<file path="config.mk">
export PLATFORM = sky130hd
export DESIGN_NAME = psc_mul
export DESIGN_NICKNAME = d
export VERILOG_FILES = /design/src/hw/rtl/psc_pkg.sv /design/src/hw/rtl/psc_mul.sv
export SDC_FILE = /design/constraint.sdc
export NUM_CORES = 2
export LEC_CHECK = 0
export ABC_CLOCK_PERIOD_IN_PS = 13900
export BUFFER_PORTS_ARGS = -buffer_cell sky130_fd_sc_hd__buf_2
export CORE_UTILIZATION = 50
export CTS_CLUSTER_SIZE = 14
export DETAILED_ROUTE_END_ITERATION = 16
export PLACE_DENSITY = 0.67
export SKIP_LAST_GASP = 1
export SYNTH_ARGS = -nofsm -noshare
export SYNTH_HDL_FRONTEND = slang
export SYNTH_SLANG_ARGS = --single-unit
</file>
<file path="constraint.sdc">
create_clock -name clk -period 13.9 [get_ports clk]
set_input_delay 1.39 -clock clk [delete_from_list [all_inputs] [get_ports clk]]
set_output_delay 1.39 -clock clk [all_outputs]
set_load 0.05 [all_outputs]
</file>
<file path="src/hw/rtl/psc_pkg.sv">
// shared constants and types for the pressure sensor compensation block
package psc_pkg;

  localparam int CalWidth = 16;
  localparam int CalCount = 6;
  localparam int CalIndexWidth = 3;
  localparam int SampleWidth = 24;
  localparam int TempWidth = 19;
  localparam int PressWidth = 28;
  localparam int DepthWidth = 33;
  localparam int OperandWidth = 40;
  localparam int ProductWidth = 80;

  localparam logic [1:0] ACT_TEMP = 2'd0;
  localparam logic [1:0] ACT_PRESS = 2'd1;
  localparam logic [1:0] ACT_REARM = 2'd2;
  localparam logic [1:0] ACT_NONE = 2'd3;

  localparam logic [CalIndexWidth-1:0] REG_C1 = 3'd0;
  localparam logic [CalIndexWidth-1:0] REG_C2 = 3'd1;
  localparam logic [CalIndexWidth-1:0] REG_C3 = 3'd2;
  localparam logic [CalIndexWidth-1:0] REG_C4 = 3'd3;
  localparam logic [CalIndexWidth-1:0] REG_C5 = 3'd4;
  localparam logic [CalIndexWidth-1:0] REG_C6 = 3'd5;

  localparam logic signed [OperandWidth-1:0] DepthMul = 40'sd666277;

  typedef struct packed {
    logic start;
    logic signed [OperandWidth-1:0] a;
    logic signed [OperandWidth-1:0] b;
  } mul_req_t;

  // truncating signed division by 2^k
  function automatic logic signed [ProductWidth-1:0] div_pow2(
    input logic signed [ProductWidth-1:0] v, input int unsigned k);
    logic signed [ProductWidth-1:0] bias;
    bias = v[ProductWidth-1] ? ((ProductWidth'(1) << k) - ProductWidth'(1)) : '0;
    return (v + bias) >>> k;
  endfunction

  function automatic logic signed [ProductWidth-1:0] sat(
    input logic signed [ProductWidth-1:0] v, input int unsigned w);
    logic signed [ProductWidth-1:0] hi;
    logic signed [ProductWidth-1:0] lo;
    hi = (ProductWidth'(1) <<< (w - 1)) - ProductWidth'(1);
    lo = -(ProductWidth'(1) <<< (w - 1));
    if (v > hi) return hi;
    if (v < lo) return lo;
    return v;
  endfunction

endpackage

</file>
<file path="src/hw/rtl/psc_mul.sv">
// shared signed multiplier, 40x40 in four 20-bit digit steps
module psc_mul (
  input  logic clk,
  input  logic rst,
  input  psc_pkg::mul_req_t req,
  output logic done,
  output logic signed [psc_pkg::ProductWidth-1:0] product
);
  import psc_pkg::*;

  localparam int Digit = OperandWidth / 2;

  logic [OperandWidth-1:0] ua;
  logic [OperandWidth-1:0] ub;
  logic negate;
  logic [1:0] step;
  logic busy;
  logic [ProductWidth-1:0] acc;
  logic [Digit-1:0] da;
  logic [Digit-1:0] db;
  logic [2*Digit-1:0] part;
  logic [ProductWidth-1:0] shifted;

  always_comb begin
    da = step[0] ? ua[OperandWidth-1:Digit] : ua[Digit-1:0];
    db = step[1] ? ub[OperandWidth-1:Digit] : ub[Digit-1:0];
    part = da * db;
    shifted = ProductWidth'(part) << (Digit * (32'(step[0]) + 32'(step[1])));
  end

  always_ff @(posedge clk) begin
    if (rst) begin
      busy <= 1'b0;
      done <= 1'b0;
      step <= '0;
    end else begin
      done <= 1'b0;
      if (req.start) begin
        busy <= 1'b1;
        step <= '0;
      end else if (busy) begin
        step <= step + 2'd1;
        if (step == 2'd3) begin
          busy <= 1'b0;
          done <= 1'b1;
        end
      end
    end
  end

  always_ff @(posedge clk) begin
    if (req.start) begin
      ua <= req.a[OperandWidth-1] ? OperandWidth'(-req.a) : req.a;
      ub <= req.b[OperandWidth-1] ? OperandWidth'(-req.b) : req.b;
      negate <= req.a[OperandWidth-1] ^ req.b[OperandWidth-1];
      acc <= '0;
    end else if (busy) begin
      acc <= acc + shifted;
    end
  end

  assign product = negate ? -$signed(acc) : $signed(acc);
endmodule
</file>
==> flow_summary.yaml <==
synth:
  yosysTopAreaCell: "fa_1"
  synth-warning-count: 0
  synth-async-reset-ratio_pct: 0
  ys_ff_latch: 165
  synthCells: 3375
  synth-compound-area-share_pct: 14.3
  synth-xor-area-share_pct: 7.94
  ys_top_cells_by_area: "fa_1 23%, ha_1 10%, edfxtp_1 8.6%"
  ys_types: 82
  synthesis.nets: 4012
  synth_edf_count: 81
  synth_mux_area_share_pct: 4.61
  synth-adder-area-share_pct: 33.2
  synth-simple-area-share_pct: 17.7
  synth_top_area_share_pct: 22.8
  yosysSeqAreaShare_pct: 14.6
  ys.flop_type: "dfxtp_1"
  post_synth.cell_area_avg_um2: 8.34
  synth_top_family_by_area: "adder cells"
  syn_area_um2: 28100
status:
  status: "completed"
place:
  routabilityCongestion: 0.998
  port_buffers: 163
  dp_hpwl_um: 69700
timing:
  fin_crit_sh_pct: 83.8
  hold_viol_final: 0
  worst_pin_slew_ns: 1.15
  clock_skew_ns: 0.0129
  setup_viol: 0
  max_clock_freq_mhz: 85.9
  rsz0062_at_grt: "false"
  hold_ws_ns: 0.513
  maxSlewViolCount: 0
  fin_tns_setup_ns: 0
  finalCriticalPeriod_ns: 11.65
  slew-limit-headroom_pct: 23.1
finish:
  final_util_pct: 54.6
  nFillCells: 5356
  nets: 4076
  ff_latch_area_um2: 4120
  area_growth_pct: 7.35
  drive_gt1_share_pct: 9.30
  multi_input_area_um2: 21900
global_route:
  grt-ovfl-total: 0
  antenna_found_initial: 1
  gr-usage-all-layers_pct: 30.5
  grt_pass1_wl_um: 133000
  grt_max_degree: 81
  grt_pass1_vias: 23543
floorplanning:
  die_x_um: 239
  core_region_area_um2: 55300
  io_pins: 164
  initial_core_util_pct: 50.9
  dieArea_um2: 57200
  die_y_um: 239
  rows: 86
clocking:
  cts_resized: 0
  cts_buffer_depth: 2
  cts-buffers-inserted: 17
  cts_sinks: 165
  path_clk_slew_ns: 0.08
  clock_latency_ns: 0.50
  cts-htree-levels: 4
  cts_setup_buffers: 0
  hold_buffers: 0
  root_buffer: "clkbuf_16"
  cts_tree: "done"
routing:
  wl_met2_um: 38700
  wl_met3_um: 6850
  drtAntennaViolNets: 0
  drcViolationCount: 0
  drtIter0Drc: 2053
  wl_per_cell_um: 20.5
  dr_total_vias: 24646
  routed_wl_um: 86100
  drt_first_pass_iters: 6
  wl_met1_um: 37800
  dr.max_layer_used: "met4"
  vias_per_cell: 5.87
setup_path:
  critPathSlowestCell: "a2111oi_0"
  crit_top_cell: "fa_1"
  crit_required_ns: 14.30
  path_max_fanout: 25
  critPathCaptureType: "flop"
  max_stage_delay_ns: 0.74
  startpoint_type: "flop"
  cp_data_arrival_time_ns: 12.04
  crit_type: "reg -> reg"
job:
  max_cap_viol_count: 0
worst_hold_path:
  hp-class: "reg -> reg"
[critical path, delay by kind of cell, from the launching register on]
family                     cells  cell delay (ns)
adders and majority gates      9             4.38
and+or+nand+nor                6             1.21
xor gates and xnor gates       1             0.12
DFF                            1             0.73
AOI/OAI and AO/OA             14             3.71
muxes                          1             0.45
buffers and inverters          8             0.95
[layout make-up]
| class | count | area share, % |
|---|---|---|
| clock inverters | 15 | 0.514 |
| clock buffers | 17 | 1.41 |
| diodes | 1 | 0.00828 |
| well taps | 748 | 3.10 |
| repair buffers | 205 | 3.75 |
| multi-input cells | 2636 | 72.4 |
| inverters | 414 | 5.14 |
| flip-flops and latches | 165 | 13.6 |
[state kept, by name, indices dropped and copies added, names as in the netlist]
name	flops
negate	1
done	1
busy	1
ua	40
step	2
acc	80
ub	40
[cells in the mapped netlist (all sizes together), types with 28 or more instances]
master	count
inv	414
nand2	391
nor2	380
fa	321
ha	233
xnor2	211
clkbuf	143
o21ai	142
a21oi	129
mux2i	87
dfxtp	84
edfxtp	81
a21o	68
o31ai	61
xor2	44
nand3	42
nor3	39
mux2	38
or3	37
nand4	35
nand2b	28
or4	28
[logic make-up (layout without fill, tap and decap cells)]
kind of cell / after synthesis / count (layout)
compound gates: 608 / 608
xor+xnor: 255 / 255
fa+ha+maj: 554 / 554
buf+inv: 574 / 651
flops: 165 / 165
mux: 125 / 125
other cells: 0 / 1
simple gates: 1094 / 1094
[worst paths after layout]
| kind | start | end | slack, ns | cells past startpoint |
|---|---|---|---|---|
| setup / recovery | step[0] | acc[78] | 2.25 | 39 |
| hold reg to reg | acc[47] | acc[47] | 0.51 | 2 |
| hold / removal | acc[47] | acc[47] | 0.51 | 2 |
| setup reg to reg | step[0] | acc[78] | 2.25 | 39 |
[cells in the final DEF, fill, tap and decap left out, drive strengths merged, types with 68 or more instances in the layout]
cell,count
dfxtp,84
ha,233
fa,321
edfxtp,81
xnor2,211
mux2i,87
o21ai,142
a21o,68
a21oi,129
buf,205
inv,424
nor2,380
nand2,391
[metrics by stage]
step / setup WS [ns] / instance area (um^2) / instances
3_5_place_dp: 2.40 / 29600 / 4168
6_report: 2.25 / 30200 / 4201
4_1_cts: 2.34 / 30200 / 4200
2_1_floorplan: 3.64 / 28100 / 3375
3_3_place_gp: 2.62 / 29600 / 4168
5_1_grt: 1.46 / 30200 / 4200
[per-layer routing]
metal | vias to the layer above | GRT usage, %
met1 | 12157 | 42.1
met3 | 151 | 6.22
met5 | - | 0
li1 | 11471 | -
met4 | 0 | 10.8
met2 | 867 | 47.3
Power is left out: the tool's default activity adds up to more than one toggle a clock period on the data nets, which glitch-free logic cannot reach.
